`src/sv/lpcf_pkg.sv`:
```
// Package for the length-prefixed CRC-16 framer.
// Holds the byte kind codes, the configuration register indexes and the CRC byte update.
// No dependencies.
`timescale 1ns / 1ps
`default_nettype none

package lpcf_pkg;

    typedef enum logic [2:0] {
        KIND_MARKER  = 3'd0,
        KIND_LENGTH  = 3'd1,
        KIND_PAYLOAD = 3'd2,
        KIND_CRC_HI  = 3'd3,
        KIND_CRC_LO  = 3'd4
    } t_kind;

    typedef enum logic [2:0] {
        REG_STREAMING = 3'd0,
        REG_APPEND    = 3'd1,
        REG_POLY      = 3'd2,
        REG_SEED      = 3'd3,
        REG_MARKER_A  = 3'd4,
        REG_MARKER_B  = 3'd5
    } t_reg;

    localparam logic [15:0] POLY_RESET = 16'h1021;
    localparam logic [15:0] SEED_RESET = 16'hFFFF;

    // Output frame slots, in transmit order.
    localparam int NUM_SLOTS = 6;

    // One byte through an MSB-first CRC-16, no reflection.
    function automatic logic [15:0] crc16_byte(input logic [15:0] crc,
                                               input logic [7:0]  data,
                                               input logic [15:0] poly);
        logic [15:0] c;
        c = crc ^ {data, 8'h00};
        for (int i = 0; i < 8; i++) begin
            if (c[15]) begin
                c = {c[14:0], 1'b0} ^ poly;
            end else begin
                c = {c[14:0], 1'b0};
            end
        end
        return c;
    endfunction

endpackage

`default_nettype wire

```
`src/sv/length_prefixed_crc16_framer.sv`:
```
// Length-prefixed CRC-16 framer: turns a payload byte stream into transmit frame bytes.
// Uses lpcf_pkg for byte kind codes, register indexes and the CRC byte update.
//
// Usage:
//   Slave stream: tdata = {payload_length, payload_byte}, tuser = packet_start.
//   The item with packet_start set opens a packet and carries its length; with a
//   nonzero length its payload_byte is the first payload byte. Bytes outside a
//   packet are dropped. A start inside an open packet abandons it without CRC.
//   Master stream: tdata = tx_byte, tuser = {frame_end, byte_kind}, tlast = last
//   byte produced by the current input transaction.
//   Config channel: index 0..5 picks streaming_mode, append_crc, crc_polynomial,
//   crc_seed, marker_first, marker_second; always ready. Write only while idle.
// Timing:
//   An accepted item sits in a work register; its output bytes are then registered
//   one at a time in the output register. One output byte leaves per cycle while the
//   receiver is ready; an item produces up to six bytes, and mid-packet payload bytes
//   stream at one per cycle while the receiver is ready. An item that produces nothing
//   leaves the work register without output. When the receiver stalls, the output
//   register holds and the work register fills, then slave tready drops. Reset clears the
//   packet state, loads the CRC seed and resets all but the payload and output data registers.
`timescale 1ns / 1ps
`default_nettype none

module length_prefixed_crc16_framer (
    input  wire logic        i_clk,
    input  wire logic        i_rst_n,
    // slave stream
    input  wire logic        s_axis_tvalid,
    output logic             s_axis_tready,
    input  wire logic [15:0] s_axis_tdata,   // [7:0] payload_byte, [15:8] payload_length
    input  wire logic        s_axis_tuser,   // [0] packet_start
    // master stream
    output logic             m_axis_tvalid,
    input  wire logic        m_axis_tready,
    output logic [7:0]       m_axis_tdata,   // [7:0] tx_byte
    output logic [3:0]       m_axis_tuser,   // [2:0] byte_kind, [3] frame_end
    output logic             m_axis_tlast,   // run_last
    // configuration writes
    input  wire logic        i_cfg_valid,
    output logic             o_cfg_ready,
    input  wire lpcf_pkg::t_reg i_cfg_index,
    input  wire logic [15:0] i_cfg_data
);
    import lpcf_pkg::*;

    // configuration
    logic        r_streaming;
    logic        r_append;
    logic [15:0] r_poly;
    logic [15:0] r_seed;
    logic [7:0]  r_marker_a;
    logic [7:0]  r_marker_b;

    // packet state
    logic [15:0] r_crc;
    logic [7:0]  r_remaining;

    // work register
    logic        r_wv;
    logic [7:0]  r_data;
    logic [7:0]  r_len;
    logic        r_start;
    logic [2:0]  r_idx;

    // output register
    logic        r_ov;
    logic [7:0]  r_obyte;
    t_kind       r_okind;
    logic        r_olast;
    logic        r_oend;

    logic                 w_take;
    logic                 w_active;
    logic [7:0]           w_rem_after;
    logic [15:0]          w_crc_base;
    logic [15:0]          w_crc_new;
    logic [NUM_SLOTS-1:0] w_present;
    logic [2:0]           w_cnt;
    logic [2:0]           w_slot;
    logic                 w_load;
    logic                 w_emit;
    logic                 w_final;
    logic                 w_done;
    logic                 w_accept;
    logic [7:0]           w_byte;
    t_kind                w_kind;

    assign o_cfg_ready = 1'b1;

    // Per-item decode
    always_comb begin
        w_take      = r_start ? (r_len != 8'd0) : (r_remaining != 8'd0);
        w_active    = r_start || (r_remaining != 8'd0);
        w_crc_base  = r_start ? r_seed : r_crc;
        w_crc_new   = w_take ? crc16_byte(w_crc_base, r_data, r_poly) : w_crc_base;
        if (r_start) begin
            w_rem_after = w_take ? r_len - 8'd1 : 8'd0;
        end else begin
            w_rem_after = r_remaining - 8'd1;
        end
        // slot order: marker A, marker B, length, payload, CRC high, CRC low
        w_present[0] = r_start && r_streaming;
        w_present[1] = r_start && r_streaming;
        w_present[2] = r_start;
        w_present[3] = w_take;
        w_present[4] = w_active && r_append && (w_rem_after == 8'd0);
        w_present[5] = w_present[4];
    end

    // Pick the r_idx-th present slot
    always_comb begin
        w_cnt  = 3'd0;
        w_slot = 3'd0;
        for (int s = 0; s < NUM_SLOTS; s++) begin
            if (w_present[s]) begin
                if (w_cnt == r_idx) begin
                    w_slot = 3'(s);
                end
                w_cnt = w_cnt + 3'd1;
            end
        end
    end

    always_comb begin
        case (w_slot)
            3'd0: begin
                w_byte = r_marker_a;
                w_kind = KIND_MARKER;
            end
            3'd1: begin
                w_byte = r_marker_b;
                w_kind = KIND_MARKER;
            end
            3'd2: begin
                w_byte = r_append ? r_len + 8'd2 : r_len;
                w_kind = KIND_LENGTH;
            end
            3'd3: begin
                w_byte = r_data;
                w_kind = KIND_PAYLOAD;
            end
            3'd4: begin
                w_byte = w_crc_new[15:8];
                w_kind = KIND_CRC_HI;
            end
            3'd5: begin
                w_byte = w_crc_new[7:0];
                w_kind = KIND_CRC_LO;
            end
            default: begin
                w_byte = r_data;
                w_kind = KIND_PAYLOAD;
            end
        endcase
    end

    assign w_load   = !r_ov || m_axis_tready;
    assign w_emit   = r_wv && (w_cnt != 3'd0) && w_load;
    assign w_final  = (r_idx == w_cnt - 3'd1);
    assign w_done   = r_wv && ((w_cnt == 3'd0) || (w_load && w_final));
    assign w_accept = s_axis_tvalid && s_axis_tready;

    assign s_axis_tready = !r_wv || w_done;

    always_ff @(posedge i_clk) begin
        if (!i_rst_n) begin
            r_streaming <= 1'b0;
            r_append    <= 1'b0;
            r_poly      <= POLY_RESET;
            r_seed      <= SEED_RESET;
            r_marker_a  <= 8'd0;
            r_marker_b  <= 8'd0;
        end else if (i_cfg_valid) begin
            case (i_cfg_index)
                REG_STREAMING: r_streaming <= i_cfg_data[0];
                REG_APPEND:    r_append    <= i_cfg_data[0];
                REG_POLY:      r_poly      <= i_cfg_data;
                REG_SEED:      r_seed      <= i_cfg_data;
                REG_MARKER_A:  r_marker_a  <= i_cfg_data[7:0];
                REG_MARKER_B:  r_marker_b  <= i_cfg_data[7:0];
                default: ;
            endcase
        end
    end

    always_ff @(posedge i_clk) begin
        if (!i_rst_n) begin
            r_crc       <= SEED_RESET;
            r_remaining <= 8'd0;
            r_wv        <= 1'b0;
            r_idx       <= 3'd0;
            r_ov        <= 1'b0;
        end else begin
            if (w_done && w_active) begin
                r_crc       <= w_crc_new;
                r_remaining <= w_rem_after;
            end

            if (w_done) begin
                r_idx <= 3'd0;
            end else if (w_emit) begin
                r_idx <= r_idx + 3'd1;
            end

            if (w_accept) begin
                r_wv <= 1'b1;
            end else if (w_done) begin
                r_wv <= 1'b0;
            end

            if (w_emit) begin
                r_ov <= 1'b1;
            end else if (m_axis_tready) begin
                r_ov <= 1'b0;
            end
        end
    end

    // payload registers
    always_ff @(posedge i_clk) begin
        if (w_accept) begin
            r_data  <= s_axis_tdata[7:0];
            r_len   <= s_axis_tdata[15:8];
            r_start <= s_axis_tuser;
        end
        if (w_emit) begin
            r_obyte <= w_byte;
            r_okind <= w_kind;
            r_olast <= w_final;
            r_oend  <= w_final && (w_rem_after == 8'd0);
        end
    end

    assign m_axis_tvalid = r_ov;
    assign m_axis_tdata  = r_obyte;
    assign m_axis_tuser  = {r_oend, r_okind};
    assign m_axis_tlast  = r_olast;

endmodule

`default_nettype wire
```
`config.mk`:
```
export PLATFORM = sky130hd
export DESIGN_NAME = length_prefixed_crc16_framer
export DESIGN_NICKNAME = d
export VERILOG_FILES = /design/src/sv/lpcf_pkg.sv /design/src/sv/length_prefixed_crc16_framer.sv
export SDC_FILE = /design/constraint.sdc
export NUM_CORES = 1
export LEC_CHECK = 0
export ABC_AREA = 1
export BUFFER_PORTS_ARGS = -buffer_cell sky130_fd_sc_hd__buf_4
export CAP_MARGIN = 20
export CORE_ASPECT_RATIO = 0.7
export CORE_MARGIN = 3
export CORE_UTILIZATION = 55
export CTS_BUF_LIST = sky130_fd_sc_hd__clkbuf_8
export DETAILED_ROUTE_END_ITERATION = 6
export PLACE_DENSITY = 0.81
export SKIP_CTS_REPAIR_TIMING = 1
export SLEW_MARGIN = 5
export SYNTH_ARGS = -nofsm -noshare
export SYNTH_HDL_FRONTEND = slang
export SYNTH_SLANG_ARGS = --single-unit
```
`constraint.sdc`:
```
create_clock -name i_clk -period 12.3 [get_ports i_clk]
set_input_delay 2.46 -clock i_clk [delete_from_list [all_inputs] [get_ports i_clk]]
set_output_delay 2.46 -clock i_clk [all_outputs]
set_load 0.1 [all_outputs]
```
==> results.cfg <==
[floorplan]
core_area_sq_mm = 0.01401
die_h_um = 106.4
rows = 36
die_w_um = 149.5
start_util = 0.5658
io_pins = 57
die_area_sq_mm = 0.01591

[clocking]
clk_latency_ns = 0.39
numCtsBuffers = 9
clk_path_buf_depth = 2
htreeDepth = 3
clkSinkCount = 109
clk_pin_slew_ns = 0.10
cts_tree = built
root_buffer = clkbuf_8

[global_route]
grt_max_degree = 49
met2_usage = 0.4106
grtUsageMet3 = 0.06434
grt_usage = 0.2993
first_global_vias = 6995
grt_pass1_wl_mm = 37.51
overflow = 0
grt_use_met1 = 0.4833
antenna_found_initial = 0
top_usage_layer = met1

[min_path]
hp-class = flop to flop

[worst_setup_path]
cp-end-kind = output port
crit_end = s_axis_tready
cp_top_family = simple AND/OR/NAND/NOR gates
startpoint = r_len[0]
arrival_ns = 5.69
reg2regPathDepth = 39
crit_buf_inv = 8
path_class = flop to output port
slowest_stage = edfxtp_1
slowest_delay_ns = 0.44
r2r_start = r_len[0]
r2r-end = r_remaining[2]
crit_fanout = 19
path_common_cell = nand2_1
critical_path_cell_count = 32
required_ns = 9.84
ff2ff_setup_slack_ns = 5.64
cp-start-kind = flop

[place]
dpl.hpwl_mm = 17.69
pre_cts_ws_ns = 4.643
gp_congestion = 0.9625
dp.cells = 1440
io_buffers = 55

[power]
power_density_mw_per_mm2 = 266.3
power.switching_w = 0.001275
p_leak_nw = 4.044
power_frac_comb = 0.677
intPower_w = 0.0009914
peakVddDrop_uv = 101.5
p_seq_frac = 0.231
p_clk_frac = 0.091
swShare = 0.5626

[finish]
antenna_cells = 0
final_nets = 1311
drive_gt1_frac = 0.09471
final_cells = 1457
fillers = 1398
layout-area-overhead-vs-synth_pct = 7.387

[yosys]
synth_fp_nets = 1295
synth_seq_area_share = 0.3132
netlist.area_leader.share = 0.1995
syn_avg_cell_area_sq_um = 6.361
async_flop_share = 0
syn_area_sq_mm = 0.007926
synth_cells = 1246
synth_edf_count = 30
ys_ff_latch = 109
yosysWarnings = 0
yosysTopAreaCell = dfxtp_1
synth_cell_types = 41
yosys-top-cells-area = dfxtp_1, nand2_1, edfxtp_1
synth_flop_cell = dfxtp_1

[drt]
drt_first_pass_iters = 6
wl_per_cell_um = 16.08
via_per_inst = 5.596
num_vias = 8154
drcViolationCount = 0
ant_nets = 0
drtIter0Drc = 1063
routed_wl_mm = 23.42

[sta]
period_minus_slack_ns = 8.147
setup_viol = 0
timing.final.crit_share = 0.6624
rsz0062_at_grt = false
tightest_slew_ns = 0.8783
layout_setup_ws_ns = 4.153
timing.fmax_ghz = 0.1227
hold_viol = 0
slew_violations = 0
tns_ns = 0
slew_headroom = 0.4138
finClkSkew_ns = 0.01679

[run_status]
status = finished, final reports clean

[run]
drv_cap = 0
[final cells by class]
| cell class | count | area [sq um] | share of cell area |
|---|---|---|---|
| multi-input cells | 920 | 4531 | 0.5323 |
| flip-flops and latches | 109 | 2482 | 0.2916 |
| inverters | 160 | 603.1 | 0.07085 |
| repair buffers | 62 | 485.5 | 0.05703 |
| well taps | 190 | 237.7 | 0.02793 |
| clock buffers | 9 | 123.9 | 0.01455 |
| clock inverters | 7 | 48.80 | 0.005733 |
[cell usage in the layout, fill, tap and decap left out, drive strengths merged, types with 3 or more instances in the layout]
master  instances
xor2           28
dfxtp          79
inv           162
o22ai           4
nor2          102
buf            62
a21oi          64
xnor2          32
o21ai          80
nand2         377
nor3            8
nand3         166
and3            4
edfxtp         30
nand4          21
clkinv          4
a22oi           3
or2             4
ha              8
o211ai          7
clkbuf          9
[registers in the layout, indices dropped and copies added, names as in the netlist, 3 cells and up]
name,cells
m_axis_tdata,8
r_crc,16
r_data,8
r_idx,3
r_len,8
r_marker_a,8
r_marker_b,8
r_okind,3
r_poly,16
r_remaining,8
r_seed,16
[Yosys cell counts, drive strengths merged (4+ instances only)]
cell,count
nor2,102
o22ai,4
inv,157
nand3,166
buf,28
xor2,28
a21oi,64
o211ai,7
edfxtp,30
clkbuf,29
nor3,8
xnor2,32
nand4,21
o21ai,80
dfxtp,79
nand2,377
and3,4
ha,8
or2,4
[worst reg2reg max path, delay by kind of cell, from the launching register on]
family	cells	cell delay, ns
adder cells (fa/ha/maj)	4	0.93
AO/OA/AOI/OAI	6	0.89
buffers and inverters	11	1.65
AND/OR/NAND/NOR	17	2.47
XOR/XNOR	1	0.13
flip-flops	1	0.44
[logic make-up (layout without fill, tap and decap cells)]
group / Yosys count / in the layout / share of synthesized area
and+or+nand+nor: 687 / 687 / 0.3820
buffers and inverters: 217 / 238 / 0.1156
AOI/OAI and AO/OA: 163 / 163 / 0.1086
DFF: 109 / 109 / 0.3132
xor gates and xnor gates: 60 / 60 / 0.06630
adders and majority gates: 8 / 8 / 0.01263
other: 1 / 1 / 0.0004731
muxes: 1 / 1 / 0.001263
[per-layer routing]
| metal | part of all wire | routed length (um) | up-vias |
|---|---|---|---|
| met5 | 0 | 0 | - |
| met4 | 0.011 | 248 | 0 |
| met3 | 0.13 | 2997 | 23 |
| met2 | 0.39 | 9098 | 428 |
| met1 | 0.47 | 11080 | 3678 |
| li1 | - | - | 4025 |
[stage by stage]
step                hold WS, ns  cell area, sq um  utilization  total power, W
floorplan                0.4286              7926            -        0.001733
global placement         0.4438              8312       0.5933        0.002009
detailed placement       0.4496              8312       0.5933        0.002031
CTS                      0.4762              8484       0.6057        0.002239
global route             0.4994              8512       0.6076        0.002455
finish                   0.4722              8512       0.6076        0.002267
[power by group through the flow]
stage / Clock (W) / Sequential [W] / Combinational, W
2_1_floorplan: 0 / 0.000643 / 0.00109
3_3_place_gp: 0 / 0.000529 / 0.00148
3_5_place_dp: 0 / 0.000529 / 0.00150
4_1_cts: 0.000209 / 0.000522 / 0.00151
5_1_grt: 0.000226 / 0.000531 / 0.00170
6_report: 0.000207 / 0.000524 / 0.00154
[how the worst min path moves through the flow]
stage | from | endpoint | slack, ns | cells past startpoint
finish | r_crc[5] | r_crc[5] | 0.47 | 2
detailed placement | r_crc[5] | r_crc[5] | 0.45 | 2
CTS | r_crc[2] | r_crc[2] | 0.48 | 2
global route | r_crc[4] | r_crc[4] | 0.50 | 2
global placement | r_crc[2] | r_crc[2] | 0.44 | 2
floorplan | r_seed[1] | r_seed[1] | 0.43 | 2
Note: power is estimated with default switching activity, not from simulation.
